## src/rtl/sho_pkg.sv

```systemverilog
package sho_pkg;

   // Number of spin sites held in a basis index; a site at or above it never matches.
   localparam int SITE_COUNT = 32;

   localparam int INDEX_W = 32;
   localparam int AMP_W   = 32;
   localparam int COUP_W  = 32;
   localparam int SITE_W  = 5;
   localparam int MODE_W  = 3;
   localparam int PROD_W  = AMP_W + COUP_W;
   localparam int SUM_W   = PROD_W + 1;
   localparam int CSR_IDX_W = 3;
   localparam int CSR_W   = 32;
   localparam int DATA_W  = INDEX_W + 2 * AMP_W;

   // Term modes.
   localparam logic [MODE_W-1:0] MODE_EXCHANGE  = 3'd0;
   localparam logic [MODE_W-1:0] MODE_PAIRLIFT  = 3'd1;
   localparam logic [MODE_W-1:0] MODE_DIAGONAL  = 3'd2;
   localparam logic [MODE_W-1:0] MODE_HOP_B     = 3'd3;
   localparam logic [MODE_W-1:0] MODE_HOP_A     = 3'd4;
   localparam logic [MODE_W-1:0] MODE_HOP_BOTH  = 3'd5;

   // Register indexes on the write port.
   localparam logic [CSR_IDX_W-1:0] CSR_MODE        = 3'd0;
   localparam logic [CSR_IDX_W-1:0] CSR_SITE_A      = 3'd1;
   localparam logic [CSR_IDX_W-1:0] CSR_SITE_B      = 3'd2;
   localparam logic [CSR_IDX_W-1:0] CSR_SPIN_A      = 3'd3;
   localparam logic [CSR_IDX_W-1:0] CSR_SPIN_B      = 3'd4;
   localparam logic [CSR_IDX_W-1:0] CSR_COUPLING_RE = 3'd5;
   localparam logic [CSR_IDX_W-1:0] CSR_COUPLING_IM = 3'd6;

   // Rounding and saturation bounds for a Q10.54 sum going to Q1.30.
   localparam logic signed [SUM_W-1:0] SUM_HI =
      (SUM_W'(1) <<< 55) - (SUM_W'(1) <<< 23);
   localparam logic signed [SUM_W-1:0] SUM_LO =
      -(SUM_W'(1) <<< 55) - (SUM_W'(1) <<< 23);
   localparam logic signed [SUM_W-1:0] SUM_RND = SUM_W'(1) <<< 23;
   localparam int FRAC_SHIFT = 24;

   typedef struct packed {
      logic [MODE_W-1:0] mode;
      logic [SITE_W-1:0] site_a;
      logic [SITE_W-1:0] site_b;
      logic              spin_a;
      logic              spin_b;
   } term_cfg_type;

   typedef struct packed {
      logic               hit;
      logic [INDEX_W-1:0] target;
   } match_type;

endpackage

```

## src/rtl/sho_match.sv

```systemverilog
module sho_match
   import sho_pkg::*;
(
   input  term_cfg_type       cfg,
   input  logic [INDEX_W-1:0] basis_index,
   output match_type          result
);

   logic [INDEX_W-1:0] mask_a;
   logic [INDEX_W-1:0] mask_b;
   logic [INDEX_W-1:0] flip_b;
   logic               bit_a;
   logic               bit_b;
   logic               bit_a_after;
   logic               site_ok;

   always_comb begin
      mask_a      = INDEX_W'(1) << cfg.site_a;
      mask_b      = INDEX_W'(1) << cfg.site_b;
      flip_b      = basis_index ^ mask_b;
      bit_a       = basis_index[cfg.site_a];
      bit_b       = basis_index[cfg.site_b];
      // Modes that hop at site B first test site A on the flipped index.
      bit_a_after = flip_b[cfg.site_a];
      site_ok     = (int'(cfg.site_a) < SITE_COUNT) && (int'(cfg.site_b) < SITE_COUNT);

      result.hit    = 1'b0;
      result.target = basis_index;
      unique case (cfg.mode)
         MODE_EXCHANGE: begin
            result.hit    = bit_a != bit_b;
            result.target = basis_index ^ mask_a ^ mask_b;
         end
         MODE_PAIRLIFT: begin
            result.hit    = bit_a == bit_b;
            result.target = basis_index ^ mask_a ^ mask_b;
         end
         MODE_DIAGONAL: begin
            result.hit    = (bit_a == cfg.spin_a) && (bit_b == cfg.spin_b);
            result.target = basis_index;
         end
         MODE_HOP_B: begin
            result.hit    = (bit_b == cfg.spin_b) && (bit_a_after == cfg.spin_a);
            result.target = flip_b;
         end
         MODE_HOP_A: begin
            result.hit    = (bit_b == cfg.spin_b) && (bit_a == cfg.spin_a);
            result.target = basis_index ^ mask_a;
         end
         MODE_HOP_BOTH: begin
            result.hit    = (bit_b == cfg.spin_b) && (bit_a_after == cfg.spin_a);
            result.target = flip_b ^ mask_a;
         end
         default: begin
            result.hit    = 1'b0;
            result.target = basis_index;
         end
      endcase
      result.hit = result.hit && site_ok;
   end

endmodule

```

## config.mk

```make
export PLATFORM = sky130hd
export DESIGN_NAME = sho_match
export DESIGN_NICKNAME = d
export VERILOG_FILES = /design/src/rtl/sho_pkg.sv /design/src/rtl/sho_match.sv
export SDC_FILE = /design/constraint.sdc
export NUM_CORES = 1
export LEC_CHECK = 0
export BUFFER_PORTS_ARGS = -buffer_cell sky130_fd_sc_hd__buf_4
export CORE_ASPECT_RATIO = 0.9
export CORE_MARGIN = 2
export CORE_UTILIZATION = 25
export DETAILED_ROUTE_END_ITERATION = 12
export PLACE_DENSITY = 0.44
export RECOVER_POWER = 100
export REMOVE_ABC_BUFFERS = 1
export SLEW_MARGIN = 40
export SYNTH_ARGS = -nofsm -noshare
export SYNTH_HDL_FRONTEND = slang
export SYNTH_SLANG_ARGS = --single-unit
```

## constraint.sdc

```tcl
create_clock -name vclk -period 4.5
set_input_delay 0.225 -clock vclk [all_inputs]
set_output_delay 0.225 -clock vclk [all_outputs]
set_load 0.05 [all_outputs]
```

==> flow_metrics.py, run 1 <==
metrics = {
    "pwr": {
        "power_density_nw_per_um2": 119,
        "leakagePower_nw": 1.39,
        "vdd_ir_drop_max_v": 0.0000700,
    },
    "detailed_routing": {
        "dr.pass1.iters": 5,
        "routedWlPerCell_um": 21.4,
        "vias": 4184,
        "drc_errors": 0,
        "vias_per_cell": 5.97,
        "drt_iter0_drc": 394,
        "ant_nets": 0,
        "wirelength_mm": 15.0,
    },
    "placed_design": {
        "place_area_um2": 3850,
        "gp_congestion": 0.881,
        "dpl.hpwl_mm": 10.5,
        "port_buffers": 80,
    },
    "flow_run": {
        "drv_cap": 0,
    },
    "setup_path": {
        "path_class": "in2out",
        "cp-start-kind": "input pin",
        "crit_required_ps": 4280,
        "crit_arrival_ps": 3390,
        "critPathMaxFanout": 68,
        "cp-end-kind": "primary output",
    },
    "global_route": {
        "grt_use_met1_pct": 31.7,
        "grt_first_pass_wirelength_mm": 22.7,
        "grt_pass1_vias": 3852,
        "grt-ovfl-total": 0,
        "groute.usage.overall_pct": 21.1,
        "top_usage_layer": "met2",
        "grt_max_degree": 69,
        "antenna_found_initial": 0,
        "gr-usage-met3_pct": 0.977,
        "use_met2_pct": 33.4,
    },
    "logic_synthesis": {
        "synth_most_common_cell": "nor2_1",
        "synth_top_area_share_pct": 9.57,
        "synth_top_family_by_area": "compound AO/OA/AOI/OAI gates",
        "synthesis.yosys.warnings": 0,
        "synthAdderAreaFrac_pct": 0,
        "synth_common_cells": "64 x nor2_1, 61 x o21ai_0, 55 x nand2_1",
        "synth-compound-area-share_pct": 37.6,
        "syn_avg_cell_area_um2": 6.37,
        "syn_inst": 501,
        "syn_area_um2": 3190,
        "yosys-top-cells-area": "o21ai_0 9.6%, nor2_1 7.5%, xnor2_1 7.4%",
        "yosysSeqAreaShare_pct": 0,
        "synthMuxAreaShare_pct": 13.2,
        "yosysTopAreaCell": "o21ai_0",
        "synth.distinct_cells": 61,
        "synthXorXnorAreaFrac_pct": 12.1,
        "synth_simple_gate_area_share_pct": 30.2,
    },
    "timing": {
        "period_share_pct": 80.3,
        "finalMaxSlewViolations": 0,
        "finalCriticalPeriod_ps": 3610,
        "finalSetupTns_ps": 0,
        "worst_pin_slew_ps": 1280,
        "max_slew_margin_pct": 14.9,
        "fmax_ghz": 0.277,
        "finalHoldViolCount": 0,
        "rsz0062_at_grt": "no",
        "setup_viol": 0,
    },
    "cells_and_area": {
        "drive_above_1_share_pct": 20.3,
        "fill_cells": 1436,
        "diodes": 0,
        "multi_input_area_um2": 2990,
        "area_growth_pct": 20.5,
        "design.seq.count": 0,
        "regArea_um2": 0,
        "fin_nets": 586,
        "fin_area_um2": 3840,
        "nClkBuffers": 0,
    },
    "worst_hold_path": {
        "hold_path.class": "in2out",
        "hold_path_end": "result[13]",
        "hold_depth": 3,
        "hold_start": "basis_index[13]",
    },
    "die": {
        "die_area_um2": 13700,
        "fp.coreArea_um2": 12600,
        "start_util_pct": 25.3,
        "pin_count": 80,
        "fp-row-count": 39,
        "die-width_um": 123,
        "die_y_um": 111,
    },
    "clocking": {
        "cts_setup_buffers": 0,
        "post_cts_resized": 0,
        "cts_hold_buf": 0,
    },
    "outcome": {
        "status": "complete, no violations",
    },
}
[kinds of logic after synthesis]
family / count (synthesis)
buffers and inverters: 55
XOR/XNOR: 44
AO/OA/AOI/OAI: 179
AND/OR/NAND/NOR: 195
multiplexers: 28
[cell type report]
class / count / area share (%)
multi-input combinational: 446 / 77.6
inverter: 6 / 0.586
timing repair buffer: 85 / 16.4
tap: 164 / 5.34
[through the flow]
stage	hold slack, ps	utilization [%]	instances	total power [mW]	setup WS (ps)
finish	795	30.5	701	0.456	886
global route	814	30.5	701	0.486	643
CTS	798	30.6	701	0.455	1390
detailed placement	796	30.6	701	0.453	1410
global placement	801	30.5	701	0.448	1480
floorplan	722	-	452	0.261	1890
[routing by layer]
metal | wire, um | part of all wire, %
met1 | 6880 | 46
met2 | 6930 | 46
met3 | 985 | 6.6
met4 | 243 | 1.6
met5 | 0 | 0
[report_power, final]
group	switching [mW]	total [mW]	internal, mW
registers	0	0	0
logic	0.298	0.456	0.158
clock network	0	0	0
[cells in the final DEF (no fill, tap or decap), types with 5 or more instances in the layout]
master / n
o2111ai_1: 9
mux4_2: 10
nor2b_1: 8
o32ai_1: 10
o21ai_0: 61
buf_4: 83
a31oi_1: 5
a21oi_1: 26
nand2b_1: 18
xor2_1: 17
nor2_1: 61
or2_2: 6
mux2i_1: 17
a22oi_1: 14
xnor2_1: 27
nand2_1: 55
a2111oi_0: 5
a32oi_1: 15
nand3_1: 7
inv_1: 6
o22ai_1: 7
[critical path, cell delays in order]
cell      delay [ps]
clkbuf_2         920
nand2b_1        1030
o21ai_0          310
a21oi_1          100
o32ai_1          280
xor2_1           250
buf_4            240
[how the worst max path moves through the flow]
stage | slack (ps) | start | depth (start not counted) | end
floorplan | 1890 | cfg[5] | 8 | result[32]
global placement | 1480 | cfg[3] | 10 | result[32]
detailed placement | 1410 | cfg[3] | 10 | result[32]
CTS | 1390 | cfg[3] | 10 | result[32]
global route | 640 | cfg[13] | 7 | result[20]
finish | 890 | cfg[13] | 7 | result[14]
No activity file was read; power rests on OpenSTA's default activity.
==> run 2: changes to the inputs <==
--- a/config.mk
+++ b/config.mk
@@ -10,7 +10,7 @@
 export CORE_MARGIN = 2
 export CORE_UTILIZATION = 25
 export DETAILED_ROUTE_END_ITERATION = 12
-export PLACE_DENSITY = 0.44
+export PLACE_DENSITY = 0.45
 export RECOVER_POWER = 100
 export REMOVE_ABC_BUFFERS = 1
 export SLEW_MARGIN = 40
==> constraint.sdc (replaced) <==
create_clock -name vclk -period 3
set_input_delay 0.15 -clock vclk [all_inputs]
set_output_delay 0.15 -clock vclk [all_outputs]
set_load 0.05 [all_outputs]
==> flow_metrics.py, run 2 (same netlist as run 1, synthesis figures left out) <==
metrics = {
    "setup_path": {
        "path_buf_inv": 2,
        "path_depth": 10,
        "slowest_delay_ps": 520,
        "cp-startpoint": "cfg[2]",
        "critPathTopFamily": "compound AO/OA/AOI/OAI gates",
        "path_class": "in2out",
        "cpMostUsedCell": "buf_4",
        "slowest_stage": "or4b_4",
        "cp-start-kind": "input pin",
        "crit_path_cell_trace": "buf_4 -> or4b_4 -> a2111oi_0 -> a211oi_1 -> a211o_1 -> a32o_1 -> nor3_2 -> xnor2_1 -> a31o_1 -> buf_4",
        "crit_required_ps": 2850,
        "crit_arrival_ps": 2670,
        "cp-end-kind": "primary output",
        "critPathMaxFanout": 26,
    },
    "global_route": {
        "groute.usage.overall_pct": 20.8,
        "antenna_found_initial": 0,
        "grt-ovfl-total": 0,
        "grt_pass1_vias": 4034,
        "grt_first_pass_wirelength_mm": 22.8,
        "grt_max_degree": 43,
    },
    "detailed_routing": {
        "drt_iter0_drc": 548,
        "ant_nets": 0,
        "wirelength_mm": 14.8,
        "drc_errors": 0,
        "vias": 4329,
        "dr.pass1.iters": 5,
        "vias_per_cell": 6.02,
        "routedWlPerCell_um": 20.6,
    },
    "outcome": {
        "status": "complete, no violations",
    },
    "timing": {
        "fmax_ghz": 0.354,
        "rsz0062_at_grt": "no",
        "max_slew_margin_pct": 47.3,
        "finalSetupTns_ps": 0,
        "setup_viol": 0,
        "finalMaxSlewViolations": 0,
        "worst_pin_slew_ps": 788,
        "period_share_pct": 94.1,
        "finalHoldViolCount": 0,
        "finalCriticalPeriod_ps": 2820,
    },
    "placed_design": {
        "dpl.hpwl_mm": 10.9,
        "port_buffers": 80,
        "placed_cells": 719,
        "gp_congestion": 0.898,
    },
    "clocking": {
        "cts_setup_buffers": 0,
        "cts_hold_buf": 0,
        "post_cts_resized": 0,
    },
    "cells_and_area": {
        "area_growth_pct": 21.3,
        "final_common_cell": "buf_4",
        "design.seq.count": 0,
        "layout.cells.non_filler": 719,
        "fill_cells": 1434,
        "nClkBuffers": 0,
        "mostFrequentLayoutCells": "74 x buf_4, 64 x nor2_1, 61 x o21ai_0",
        "fin_nets": 604,
        "regArea_um2": 0,
        "diodes": 0,
        "drive_above_1_share_pct": 18.0,
    },
    "die": {
        "fp.coreArea_um2": 12600,
        "pin_count": 80,
        "die-width_um": 123,
        "die_area_um2": 13700,
        "fp-row-count": 39,
        "die_y_um": 111,
        "start_util_pct": 25.3,
    },
    "pwr": {
        "leakagePower_nw": 1.40,
        "power_density_nw_per_um2": 174,
        "vdd_ir_drop_max_v": 0.0000689,
    },
    "flow_run": {
        "drv_cap": 0,
    },
    "worst_hold_path": {
        "hold_depth": 3,
        "hold_start": "basis_index[13]",
        "hold_path.class": "in2out",
    },
}
run 2: changes by cell type in the layout (fill, tap and decap cells not counted):
cell       change
clkbuf_1      +23
buf_4          -9
clkbuf_2       +4
nor2_1         +3
nor2_2         -3
a2111oi_0      +1
a2111oi_1      -1
nor3b_1        +1
nor3b_2        -1
run 2: final cells by class:
class                      count  area, um^2  share of cell area, %
tap                          164         205                   5.30
multi-input combinational    446        2970                   76.8
timing repair buffer         103         671                   17.3
inverter                       6        22.5                  0.582
run 2: worst paths after layout:
check / slack [ps] / to
worst max-delay path: 180 / result[32]
worst min-delay path: 660 / result[13]
run 2: where the power goes:
group | internal (mW) | switching [mW] | leakage, nW
sequential | 0 | 0 | 0
combinational | 0.230 | 0.445 | 1.40
clock | 0 | 0 | 0
total | 0.230 | 0.445 | 1.40
run 2: stage by stage:
stage | utilization, % | cell area (um^2) | power, mW | setup slack [ps] | hold WS [ps]
final | 30.7 | 3870 | 0.674 | 177 | 662
after global routing | 30.7 | 3870 | 0.717 | 51.7 | 671
after global placement | 31.5 | 3970 | 0.685 | 276 | 659
after CTS | 31.5 | 3970 | 0.692 | 226 | 661
after detailed placement | 31.5 | 3970 | 0.689 | 227 | 662
after floorplan | - | 2990 | 0.391 | 536 | 572
run 2: layer usage:
layer	track usage [%]	part of all wire [%]	vias to the layer above
met4	5.08	2.2	0
met3	0.772	6.4	28
li1	-	-	2000
met2	33.8	46	221
met5	0	0	-
met1	30.0	45	2080
